`src/rtl/fft_magnitude_spectrum_unit_defines.svh`:
```
// Assertion macros for the FFT magnitude spectrum unit.
// Uses the clk and arst_n names of the including module.
`ifndef FFT_MAGNITUDE_SPECTRUM_UNIT_DEFINES_SVH
`define FFT_MAGNITUDE_SPECTRUM_UNIT_DEFINES_SVH

// check cons in the cycle after ante
`define FMSU_ASSERT_NEXT(lbl, ante, cons) \
	lbl: assert property (@(posedge clk) disable iff (!arst_n) (ante) |=> (cons)) \
		else $error("next-cycle check failed");

// check cons in the same cycle as ante
`define FMSU_ASSERT_NOW(lbl, ante, cons) \
	lbl: assert property (@(posedge clk) disable iff (!arst_n) (ante) |-> (cons)) \
		else $error("same-cycle check failed");

`endif

```
`src/rtl/fmsu_pkg.sv`:
```
// Shared types, constants and twiddle table generation for the FFT magnitude unit.
// No dependencies.
package fmsu_pkg;

	localparam int FFT_POINTS_DEF = 1024;
	localparam int RING_DEPTH_DEF = 2048;

	localparam int POS_W    = 11;
	localparam int SAMPLE_W = 16;
	localparam int WORD_W   = 28;
	localparam int TW_W     = 19;
	localparam int MAG_W    = 26;
	localparam int SQ_W     = 56;
	localparam int ROOT_W   = 28;
	localparam int TW_MAX   = 4096;

	localparam logic [1:0] OP_WRITE = 2'd0;
	localparam logic [1:0] OP_RUN   = 2'd1;
	localparam logic [1:0] OP_READ  = 2'd2;

	localparam logic [63:0] PI4_Q62 = 64'h3243F6A8885A308D;
	localparam logic [63:0] ONE_Q62 = 64'h4000000000000000;

	typedef struct packed {
		logic mul;
		logic add;
	} bfly_ctl_t;

	function automatic logic [63:0] mul_q62(logic [63:0] a, logic [63:0] b);
		logic [127:0] p;
		p = {64'd0, a} * {64'd0, b};
		return p[125:62];
	endfunction

	// {cos, sin} of (pi/4) * m / 2^sh, 17 fraction bits each
	function automatic logic [63:0] octant_sincos(int m, int sh);
		logic [63:0] x, x2, term, sum, mm, msk, s64, c64;
		int n;
		mm = 64'(m);
		msk = (64'd1 << sh) - 64'd1;
		x = (PI4_Q62 >> sh) * mm + (((PI4_Q62 & msk) * mm) >> sh);
		x2 = mul_q62(x, x);
		term = x;
		sum = x;
		for (n = 1; term != 64'd0 && n < 40; n++) begin
			term = mul_q62(term, x2) / 64'((2 * n) * (2 * n + 1));
			sum = n[0] ? sum - term : sum + term;
		end
		s64 = (sum + (64'd1 << 44)) >> 45;
		term = ONE_Q62;
		sum = ONE_Q62;
		for (n = 1; term != 64'd0 && n < 40; n++) begin
			term = mul_q62(term, x2) / 64'((2 * n - 1) * (2 * n));
			sum = n[0] ? sum - term : sum + term;
		end
		c64 = (sum + (64'd1 << 44)) >> 45;
		return {c64[31:0], s64[31:0]};
	endfunction

	// entry k: {re, im} of W^k
	function automatic logic [2*TW_W-1:0] tw_entry(int k, int lg);
		logic [63:0] cs;
		int e, sh, c, s, oc, os;
		e = (1 << lg) / 8;
		sh = lg - 3;
		if (k <= e) begin
			cs = octant_sincos(k, sh); oc = int'(cs[63:32]); os = int'(cs[31:0]);
			c = oc; s = os;
		end else if (k <= 2 * e) begin
			cs = octant_sincos(2 * e - k, sh); oc = int'(cs[63:32]); os = int'(cs[31:0]);
			c = os; s = oc;
		end else if (k <= 3 * e) begin
			cs = octant_sincos(k - 2 * e, sh); oc = int'(cs[63:32]); os = int'(cs[31:0]);
			c = -os; s = oc;
		end else begin
			cs = octant_sincos(4 * e - k, sh); oc = int'(cs[63:32]); os = int'(cs[31:0]);
			c = -oc; s = os;
		end
		return {TW_W'(c), TW_W'(-s)};
	endfunction

	function automatic logic [TW_MAX*2*TW_W-1:0] tw_table(int lg);
		logic [TW_MAX*2*TW_W-1:0] t;
		int k;
		t = '0;
		for (k = 0; k < (1 << (lg - 1)); k++) begin
			t[k*2*TW_W +: 2*TW_W] = tw_entry(k, lg);
		end
		return t;
	endfunction

endpackage

```
`src/rtl/fmsu_isqrt.sv`:
```
// Iterative integer square root, one result bit per cycle.
// Depends on fmsu_pkg.
module fmsu_isqrt (
	input  logic                          clk,
	input  logic                          arst_n,
	input  logic                          start,
	input  logic [fmsu_pkg::SQ_W-1:0]     value,
	output logic                          done,
	output logic [fmsu_pkg::ROOT_W-1:0]   root
);
	localparam int VW = fmsu_pkg::SQ_W + 1;

	logic [VW-1:0] v_q, r_q, bit_q, trial;
	logic          run_q, done_q;

	assign trial = r_q + bit_q;

	always_ff @(posedge clk or negedge arst_n) begin
		if (!arst_n) begin
			run_q  <= 1'b0;
			done_q <= 1'b0;
		end else begin
			done_q <= run_q && bit_q[0];
			if (start)
				run_q <= 1'b1;
			else if (bit_q[0])
				run_q <= 1'b0;
		end
	end

	always_ff @(posedge clk) begin
		if (start) begin
			v_q   <= VW'(value);
			r_q   <= '0;
			bit_q <= VW'(1) << (fmsu_pkg::SQ_W - 2);
		end else if (run_q) begin
			if (v_q >= trial) begin
				v_q <= v_q - trial;
				r_q <= (r_q >> 1) + bit_q;
			end else begin
				r_q <= r_q >> 1;
			end
			bit_q <= bit_q >> 2;
		end
	end

	assign done = done_q;
	assign root = r_q[fmsu_pkg::ROOT_W-1:0];

endmodule

```
`config.mk`:
```
export PLATFORM = sky130hd
export DESIGN_NAME = fmsu_isqrt
export DESIGN_NICKNAME = d
export VERILOG_FILES = /design/src/rtl/fft_magnitude_spectrum_unit_defines.svh /design/src/rtl/fmsu_pkg.sv /design/src/rtl/fmsu_isqrt.sv
export SDC_FILE = /design/constraint.sdc
export NUM_CORES = 1
export LEC_CHECK = 0
export ABC_AREA = 0
export BUFFER_PORTS_ARGS = -buffer_cell sky130_fd_sc_hd__buf_4
export CORE_AREA = 2 2 212 266
export CTS_BUF_LIST = sky130_fd_sc_hd__clkbuf_8
export DETAILED_ROUTE_END_ITERATION = 7
export DIE_AREA = 0 0 214 268
export PLACE_DENSITY = 0.44
export SLEW_MARGIN = 20
export SYNTH_ARGS = -nofsm -noshare
export SYNTH_HDL_FRONTEND = slang
export SYNTH_SLANG_ARGS = --single-unit
```
`constraint.sdc`:
```
create_clock -name clk -period 7.6 [get_ports clk]
set_input_delay 0 -clock clk [delete_from_list [all_inputs] [get_ports clk]]
set_output_delay 0 -clock clk [all_outputs]
set_load 0.02 [all_outputs]
```
==> impl_results.md, run 1 <==
* Postcts setup bufs at 0
* Nature of the critical path startpoint: flip-flop
* CTS root buffer: clkbuf_8
* EDFF count, synth at 56
* Worst skew pair latency at 0.52 ns
* Routed WL at 46800 µm
* Synthesized instance count at 1742
* Core area at 54700 µm²
* Sink Count at 144
* Power Total at 5.15 mW
* Vias in the first global route at 13000
* First DRT Iteration DRCs at 745
* Design area at 15800 µm²
* Pleak at 6.18 nW
* Maximum VDD drop at 0.000238 V
* Hold path endpoint: v_q[31]
* Max-slew violations at 0
* Period utilisation layout at 0.868
* Dpl ws at 1.13 ns
* Via count at 13100
* DR WL/cell at 18.4 µm
* Gr usage total at 0.163
* Drt first pass iters at 5
* TritonCTS Buffers at 17
* Row count at 96
* Yosys reg bits at 144
* Clock transition at path regs at 0.09 ns
* Crit Path Max Fanout at 16
* Critical path's largest stage delay at 0.62 ns
* Critical path type: reg2reg
* Synth warn at 0
* CTS resizes at 0
* Die Ht at 268 µm
* Die width at 214 µm
* Reg2Reg Setup Slack at 1.01 ns
* Placed Instance Area at 14700 µm²
* Final hold violations at 0
* Seq/Total Area, Yosys at 0.254
* Relative slew slack at 0.303
* Top achievable clock speed at 152 MHz
* Synth-to-Final Area Change at 16.2%
* Drt via density at 5.15
* Port buffer count at 87
* Status: finished clean
* Worst Hold Class: in2reg
* R2r worst-path depth at 22
* Antenna-violating nets left at 0
* Worst Slack Setup Final at 1.01 ns
* Routability-driven placement congestion ratio at 0.889
* CTS tree: built
* Worst Max-Slew Pin Slew at 1.05 ns
* Largest net degree at the start of global routing at 157
* Final setup TNS at 0 ns
* CP endpoint kind: flip-flop
* Post-layout min period at 6.59 ns
* Max Cap Violations at 0
* Synth unique cells at 76
* Top FF cell, synth: dfxtp_1
* First-pass GRT wire length at 73600 µm
* Crit path required time at 8.03 ns
* Fin nets at 1974
* Area of the mapped netlist at 13600 µm²
* Dpl hpwl at 36200 µm
* Buf/Inv on CP at 2
* RSZ-0062 raised after global routing: false
* Crit-path leading delay family: compound AO/OA/AOI/OAI gates
* CTS H-Tree Depth at 4
* Global route overflow at 0
* Async SR Flop Fraction at 0.0139
* Crit. path cell count at 22
* Power per Cell Area at 326 nW/µm²
* Hold_sp: value[31]
* Critical path cell sequence: ha_1 > nor3_1 > a2111oi_0 > buf_4 > a21o_1 > o31a_1 > a41o_1 > nand3_1 > o41ai_1 > a41oi_1 > xnor2_1 > ha_1 > nand4_1 > nor3_1 > nand3_1 > o21ai_1 > a21oi_1 > and3_1 > a21o_2 > buf_4 > or4_1 > a31oi_1
* DRC Markers at 0
* DIE AREA at 57400 µm²
* Worst r2r src: r_q[4]
* Syn nets at 1917
* WHS at 0.0644 ns
* Number of I/O pins at 88
* Data arrival time of the worst path at 7.02 ns
* Leading cell types in the layout, fill and taps excluded: 190 x nor2_1, 185 x nand2_1, 139 x o21ai_0, 129 x a21oi_1, 115 x ha_1
* Syn Area/Cell at 7.80 µm²
* Finish-stage setup viols at 0
* Critical path's slowest cell: o41ai_1
* Most common cell after layout, fill and taps aside: nor2_1
* Hold path depth at 3
* Layout cells sized above 1 at 0.0933
* Starting Density at 0.249
* R2R Path End: r_q[52]
* Clock Skews at 0.0212 ns
* Initial antenna violation count at 1
* Clock Path Buffers at 2
final cells by class:
type                            count  area [µm²]
Antenna cell                        1        2.50
Clock buffer                       20         275
Clock inverter                     12         156
Fill cell                        5998       38900
Inverter                           45         169
Multi-Input combinational cell   1427        9370
Sequential cell                   144        3460
Tap cell                          735         920
Timing Repair Buffer              164        1440
worst reg2reg max path, delay by kind of cell (launching register included):
| kind | cells | cell delay, ns |
|---|---|---|
| AOI/OAI and AO/OA | 10 | 2.96 |
| xor gates and xnor gates | 1 | 0.18 |
| adders and majority gates | 2 | 0.70 |
| buffers and inverters | 2 | 0.42 |
| DFF | 1 | 0.53 |
| and+or+nand+nor | 7 | 1.72 |
worst max path at each step:
stage | startpoint | to | slack, ns
floorplan | r_q[4] | v_q[0] | 1.03
CTS | r_q[4] | r_q[52] | 1.05
finish | r_q[4] | r_q[52] | 1.01
global route | r_q[4] | r_q[55] | 0.44
global placement | r_q[4] | r_q[52] | 1.23
detailed placement | r_q[4] | r_q[52] | 1.13
metal layers:
layer  track usage  vias to the layer above  wire, µm  share of wire
met5             0                        -         0              0
met4        0.0680                        0      1600          0.034
met3        0.0196                       63      1500          0.032
met2         0.299                      267     23800           0.51
met1         0.193                     6240     19900           0.43
li1              -                     6551         -              -
logic make-up (layout without fill, tap and decap cells):
| family | count (synthesis) | after routing | synth area share |
|---|---|---|---|
| buf+inv | 171 | 241 | 0.0570 |
| mux | 45 | 45 | 0.0340 |
| other cells | 0 | 1 | 0 |
| flops | 144 | 144 | 0.254 |
| compound gates | 578 | 578 | 0.279 |
| xor+xnor | 124 | 124 | 0.0800 |
| fa+ha+maj | 116 | 116 | 0.107 |
| simple gates | 564 | 564 | 0.188 |
metrics by stage:
step | util | std cells
floorplan | - | 1742
CTS | 0.289 | 2547
global route | 0.289 | 2548
detailed placement | 0.269 | 2449
finish | 0.289 | 2548
global placement | 0.269 | 2449
flip-flops by register name, indices dropped and copies added (netlist names):
| register | cells |
|---|---|
| r_q | 57 |
| done | 1 |
| v_q | 57 |
| bit_q | 28 |
| run_q | 1 |
report_power, final:
group / switching (mW) / leakage, nW / internal (mW)
Clock: 0.349 / 0.227 / 0.353
Sequential: 0.150 / 1.30 / 1.10
Combinational: 1.96 / 4.66 / 1.23
cells in the mapped netlist (10+ instances only):
cell      instances  area share
nor2_1          190       0.053
and2_1           18      0.0083
nand4_1          40       0.018
o21ai_0         139       0.051
xor2_1           59       0.038
buf_4            28       0.015
a21oi_1         129       0.048
a211oi_1         28       0.015
ha_1            115        0.11
or3_1            26       0.012
o31ai_1          16      0.0088
a31o_2           15      0.0097
and3_1           17      0.0078
a31oi_1          55       0.025
nand2b_1         10      0.0046
edfxtp_1         56        0.12
o21bai_1         26       0.014
o21a_1           11      0.0061
clkbuf_1         85       0.023
nand3_1          28       0.010
nor3_1           15      0.0055
a21o_1           36       0.020
a311oi_1         32       0.021
dfxtp_1          86        0.13
inv_1            44       0.012
o211ai_1         15      0.0083
nand2_1         186       0.051
xnor2_1          65       0.042
mux2i_1          36       0.027
timing repair:
item / in CTS / in global routing
endpoints found under the hold margin: 71 / 0
hold buffers: 66 / 0
endpoints found under the setup margin: 0 / 0
No activity file was read; power rests on OpenSTA's default activity.
==> inputs of run 2 (changes only) <==
- PLACE_DENSITY: 0.44 -> not set
- clock period: 7.6 -> 5.9 ns (I/O delays scaled with it)
==> impl_results.md, run 2 (synthesized netlist as in run 1, its figures left out) <==
* Crit Path Max Fanout at 33 (+17)
* Clock Skews at 0.0168 ns (-0.00437 ns)
* Status: finished clean
* Pleak at 6.43 nW (+3.9%)
* TritonCTS Buffers at 17 (unchanged)
* Core area at 54700 µm² (unchanged)
* Drt first pass iters at 6 (+1)
* Data arrival time of the worst path at 6.04 ns (-0.98 ns)
* Hold path endpoint: v_q[31]
* Worst Max-Slew Pin Slew at 0.818 ns (-0.227 ns)
* Critical path type: reg2reg
* Dpl ws at -0.429 ns (-1.56 ns)
* Via count at 13500 (+3.3%)
* Crit path required time at 6.28 ns (-1.75 ns)
* Routed WL at 46400 µm (-0.86%)
* R2R Path End: r_q[55]
* Dpl hpwl at 35600 µm (-1.7%)
* Port buffer count at 87 (unchanged)
* CTS root buffer: clkbuf_8
* Clock transition at path regs at 0.10 ns (about the same)
* Most common cell after layout, fill and taps aside: nor2_1
* Top achievable clock speed at 176 MHz (+16%)
* Final setup TNS at 0 ns (unchanged)
* Post-layout min period at 5.67 ns (-0.926 ns)
* Initial antenna violation count at 2 (+1)
* Most frequent CP cell: a21oi_1
* DIE AREA at 57400 µm² (unchanged)
* CTS tree: built
* Vias in the first global route at 12900 (-0.23%)
* Fin nets at 2005 (+1.6%)
* Critical path cell sequence: ha_1 > ha_1 > a21oi_1 > o21ai_0 > o311a_1 > o21ai_2 > a21oi_1 > or2_2 > a31oi_1 > nand2b_1 > xor2_1 > ha_2 > nand2_1 > nor4_4 > nand3_1 > o21ai_1 > a21oi_1 > and3_1 > a21oi_4 > clkbuf_8 > o21ai_0 > a2111oi_0
* Critical path's slowest cell: a2111oi_0
* Die width at 214 µm (unchanged)
* Row count at 96 (unchanged)
* CTS H-Tree Depth at 4 (unchanged)
* First DRT Iteration DRCs at 1004 (+35%)
* Worst skew pair latency at 0.51 ns (about the same)
* Layout cells sized above 1 at 0.126 (+0.0326)
* Max-slew violations at 0 (unchanged)
* Maximum VDD drop at 0.000317 V (+33%)
* R2r worst-path depth at 22 (unchanged)
* Clock Path Buffers at 2 (unchanged)
* Routability-driven placement congestion ratio at 0.943 (+6.1%)
* Reg2Reg Setup Slack at 0.23 ns (-0.77 ns)
* Hold path depth at 3 (unchanged)
* Number of I/O pins at 88 (unchanged)
* Relative slew slack at 0.449 (+0.146)
* Worst Hold Class: in2reg
* Antenna-violating nets left at 0 (unchanged)
* First-pass GRT wire length at 71300 µm (-3.0%)
* Drt via density at 5.25 (+2.0%)
* Global route overflow at 0 (unchanged)
* Buf/Inv on CP at 1 (-1)
* Final hold violations at 0 (unchanged)
* Nature of the critical path startpoint: flip-flop
* Worst Slack Setup Final at 0.231 ns (-0.774 ns)
* Critical path's largest stage delay at 0.42 ns (-0.20 ns)
* CP endpoint kind: flip-flop
* Finish-stage setup viols at 0 (unchanged)
* DRC Markers at 0 (unchanged)
* DR WL/cell at 18.0 µm (-2.1%)
* Hold_sp: value[31]
* Period utilisation layout at 0.961 (+0.0931)
* Power per Cell Area at 422 nW/µm² (+30%)
* Crit-path leading delay family: compound AO/OA/AOI/OAI gates
* Max Cap Violations at 0 (unchanged)
* Starting Density at 0.249 (unchanged)
* Die Ht at 268 µm (unchanged)
* Sink Count at 144 (unchanged)
* Leading cell types in the layout, fill and taps excluded: 190 x nor2_1, 185 x nand2_1, 137 x o21ai_0, 130 x buf_4, 127 x a21oi_1
* Worst r2r src: r_q[0]
* Largest net degree at the start of global routing at 71 (-55%)
* Gr usage total at 0.157 (-0.00676)
* Top flop regs: r_q x57, v_q x57, bit_q x28
* Synth-to-Final Area Change at 19.2%
[run 2: changes by cell type in the layout (fill, tap and decap cells not counted), sizes merged]
cell / delta
buf: +38
dlygate4sd3: -8
inv: -1
clkbuf: +1
clkinv: +1
[run 2: timing repair]
action                                 4_1_cts  5_1_grt
gates resized for setup                      7       26
pin swaps                                    0        3
setup buffers                                0        1
setup endpoints to repair                  112      114
hold buffers                                58        0
endpoints found under the hold margin       73        0
[run 2: routing by layer]
metal / wire, µm / vias up / track usage
li1: - / 6615 / -
met1: 19100 / 6472 / 0.179
met2: 24000 / 386 / 0.296
met3: 1900 / 75 / 0.0191
met4: 1390 / 0 / 0.0595
met5: 0 / - / 0
[run 2: metrics by stage]
stage / utilization / cells / hold WS [ns] / total power, mW / instance area, µm²
floorplan: - / 1742 / -0.296 / 4.61 / 13600
global placement: 0.275 / 2487 / -0.217 / 5.74 / 15000
detailed placement: 0.275 / 2487 / -0.215 / 5.79 / 15000
CTS: 0.294 / 2577 / 0.0584 / 6.79 / 16100
global route: 0.296 / 2579 / 0.0806 / 7.32 / 16200
finish: 0.296 / 2579 / 0.0967 / 6.84 / 16200
[run 2: power by group]
group | total, mW | leakage (nW) | internal, mW | switching, mW
Sequential | 1.61 | 1.30 | 1.42 | 0.185
Combinational | 4.30 | 4.90 | 1.68 | 2.62
Clock | 0.932 | 0.227 | 0.463 | 0.469
[run 2: worst max-delay path by stage]
stage,from,endpoint,slack [ns],cells past startpoint
floorplan,r_q[4],v_q[0],0.11,23
global placement,bit_q[2],r_q[55],-0.27,22
detailed placement,bit_q[2],r_q[55],-0.43,22
CTS,r_q[0],r_q[55],0.004,22
global route,bit_q[2],r_q[52],-0.04,22
finish,r_q[0],r_q[55],0.23,22
[run 2: worst min-delay path: stages]
cell      delay [ns]
buf_4           0.08
nand2b_1        0.21
o311a_1         0.20
[run 2: cell type report]
class	count	area [µm²]
inverters	45	169
well taps	735	920
diodes	1	2.50
fillers	5872	38500
clock buffers	20	275
flip-flops and latches	144	3460
multi-input cells	1427	9520
repair buffers	195	1680
clock inverters	12	171
==> inputs of run 3 (changes only) <==
- ABC_AREA: 0 -> 1
- CORE_AREA: 2 2 212 266 -> 2 2 238 299
- DIE_AREA: 0 0 214 268 -> 0 0 240 301
- RECOVER_POWER: not set -> 50
==> impl_results.md, run 3 <==
* Row count at 108 (+13%)
* Reg2Reg Setup Slack at 0.58 ns (+0.35 ns)
* Initial antenna violation count at 1 (-1)
* Layout cells sized above 1 at 0.0480 (-0.0779)
* Worst skew pair latency at 0.52 ns (about the same)
* DIE AREA at 72200 µm² (+26%)
* Starting Density at 0.249 (+0.000778)
* Largest net degree at the start of global routing at 64 (-9.9%)
* Final setup TNS at 0 ns (unchanged)
* Critical path type: reg2reg
* Worst Slack Setup Final at 0.581 ns (+0.350 ns)
* Routed WL at 71100 µm (+53%)
* M2 GR Usage at 0.347 (+0.0514)
* Maximum VDD drop at 0.000253 V (-20%)
* Synth warn at 0 (unchanged)
* Routability-driven placement congestion ratio at 1.01 (+7.5%)
* Syn Area/Cell at 5.67 µm² (-27%)
* Relative slew slack at -0.793 (-1.24)
* Post-layout min period at 5.32 ns (-0.350 ns)
* Top achievable clock speed at 188 MHz (+6.6%)
* Max Cap Violations at 3 (+3)
* RSZ-0062 raised after global routing: false
* Most frequent CP cell: nand2_1
* Vias in the first global route at 19400 (+50%)
* Fillers at 8086 (+38%)
* Power Total at 7.98 mW (+17%)
* Synth area leader: nand2_1
* Fin nets at 3306 (+65%)
* Top FF cell, synth: dfxtp_1
* Seq/Total Area, Yosys at 0.200 (-0.0540)
* Share of the synthesized area in the top cell type at 0.201 (+0.0739)
* Finish-stage setup viols at 0 (unchanged)
* Hold path endpoint: v_q[31]
* CTS H-Tree Depth at 4 (unchanged)
* Layer with the highest usage: met2
* Status: complete, but fails checks
* Drt first pass iters at 6 (unchanged)
* Area of the mapped netlist at 17200 µm² (+27%)
* Commonest cells post-synth: 922 x nand2_1, 445 x inv_1, 373 x nor2_1
* Dpl hpwl at 58600 µm (+64%)
* Top flop regs: r_q x57, v_q x57, bit_q x28
* Antenna-violating nets left at 0 (unchanged)
* Final hold violations at 0 (unchanged)
* Met1 Track Usage GR at 0.232 (+0.0523)
* Gr usage total at 0.195 (+0.0387)
* Hold path depth at 4 (+1)
* Critical path's largest stage delay at 0.46 ns (+0.04 ns)
* Failing checks: capacitance limit, slew limit
* Syn nets at 3216 (+68%)
* Async SR Flop Fraction at 0.0139 (unchanged)
* Crit Path Max Fanout at 56 (+70%)
* Drt via density at 4.87 (-7.2%)
* Crit path required time at 6.08 ns (-0.20 ns)
* Dpl ws at 0.802 ns (+1.23 ns)
* Top-count cell post-synth: nand2_1
* Period utilisation layout at 0.902 (-0.0593)
* Hold_sp: value[31]
* Number of I/O pins at 88 (unchanged)
* First DRT Iteration DRCs at 1441 (+44%)
* Clock Skews at 0.0290 ns (+0.0122 ns)
* Top post-synthesis cells by area: nand2_1 20%, dfxtp_1 10%, edfxtp_1 9.7%
* Clock transition at path regs at 0.11 ns (about the same)
* Data arrival time of the worst path at 5.50 ns (-0.54 ns)
* Worst Hold Class: in2reg
* Most common cell after layout, fill and taps aside: nand2_1
* R2R Path End: v_q[37]
* Design area at 19600 µm² (+21%)
* EDFF count, synth at 56 (unchanged)
* Via count at 19900 (+47%)
* CTS tree: built
* CTS resizes at 0 (-7)
* Leading cell types in the layout, fill and taps excluded: 921 x nand2_1, 447 x inv_1, 375 x nor2_1, 273 x nand3_1, 215 x a21oi_1
* Critical path's slowest cell: o21ai_0
* Placed Instance Area at 18700 µm² (+25%)
* Global route overflow at 0 (unchanged)
* Met3 Use GR at 0.0149 (-0.00419)
* Synth-to-Final Area Change at 13.4%
* Clock Path Buffers at 2 (unchanged)
* Max-slew violations at 136 (+136)
* R2r worst-path depth at 21 (-4.5%)
* DR WL/cell at 17.4 µm (-3.2%)
* TritonCTS Buffers at 17 (unchanged)
* Worst Max-Slew Pin Slew at 2.69 ns (+1.87 ns)
* Core area at 69200 µm² (+27%)
* Pleak at 8.51 nW (+33%)
* Die width at 240 µm (+12%)
* Die Ht at 301 µm (+12%)
* Worst r2r src: r_q[10]
* Critical path cell sequence: ha_1 > nand2_1 > o21ai_0 > nand2_1 > nand2_1 > inv_1 > o21ai_0 > a21oi_1 > xor2_1 > ha_1 > nand2_1 > nor2_1 > inv_2 > nor2_1 > inv_2 > nor3_4 > nand2_4 > nand2_4 > nand2_2 > nand2_2 > buf_12
* First-pass GRT wire length at 108000 µm (+51%)
* Yosys reg bits at 144 (unchanged)
* Synth unique cells at 43 (-43%)
* Sink Count at 144 (unchanged)
* Synthesized instance count at 3041 (+75%)
* Port buffer count at 87 (unchanged)
* CP endpoint kind: flip-flop
* Nature of the critical path startpoint: flip-flop
* Power per Cell Area at 408 nW/µm² (-3.4%)
* CTS root buffer: clkbuf_8
* DRC Markers at 0 (unchanged)
[run 3: power by group]
| group | leakage, nW | switching (mW) | internal, mW |
|---|---|---|---|
| clock | 0.190 | 0.508 | 0.313 |
| sequential | 1.31 | 0.301 | 1.45 |
| combinational | 7.02 | 3.65 | 1.75 |
| total | 8.51 | 4.46 | 3.52 |
[run 3: per-stage QoR]
stage | hold WS [ns] | cells | utilization
final | 0.297 | 4080 | 0.283
after detailed placement | -0.216 | 3988 | 0.271
after global placement | -0.217 | 3988 | 0.271
after CTS | 0.265 | 4079 | 0.284
after floorplan | -0.296 | 3041 | -
after global routing | 0.310 | 4080 | 0.283
[run 3: area by class of cell]
| type | count | area (µm²) | area share |
|---|---|---|---|
| Inverter | 459 | 1720 | 0.0881 |
| Antenna cell | 1 | 2.50 | 0.000128 |
| Timing Repair Buffer | 164 | 1270 | 0.0650 |
| Clock buffer | 17 | 234 | 0.0120 |
| Clock inverter | 15 | 140 | 0.00717 |
| Multi-Input combinational cell | 2345 | 11600 | 0.591 |
| Tap cell | 935 | 1170 | 0.0598 |
| Sequential cell | 144 | 3450 | 0.177 |
[run 3: cells by family (layout without fill, tap and decap cells)]
kind of cell / count (synthesis) / after routing / synth area share
and+or+nand+nor: 1707 / 1707 / 0.412
xor gates and xnor gates: 79 / 79 / 0.0401
AOI/OAI and AO/OA: 443 / 443 / 0.134
adders and majority gates: 116 / 116 / 0.0846
buffers and inverters: 552 / 655 / 0.129
DFF: 144 / 144 / 0.200
other: 0 / 1 / 0
[run 3: worst max path at each step]
stage,startpoint,cells past startpoint,to
after global placement,r_q[6],26,r_q[9]
after CTS,r_q[10],22,v_q[37]
after detailed placement,r_q[10],22,v_q[10]
after floorplan,bit_q[0],24,v_q[0]
after global routing,r_q[10],24,r_q[33]
final,r_q[10],21,v_q[37]
[run 3: what timing repair did]
action                    in CTS  in global routing
buffers inserted               0                  0
hold endpoints to repair      78                  0
hold buffers                  59                  0
[run 3: routing by layer]
layer  wire (µm)  part of all wire
met1       29300              0.41
met2       34800              0.49
met3        2830             0.040
met4        4070             0.057
met5           0                 0
[run 3: worst max-delay path, delay by kind of cell (launching register included)]
kind | cells | cell delay [ns]
DFF | 1 | 0.45
AOI/OAI and AO/OA | 3 | 0.98
buffers and inverters | 4 | 0.57
and+or+nand+nor | 11 | 1.93
adders and majority gates | 2 | 0.82
xor gates and xnor gates | 1 | 0.19
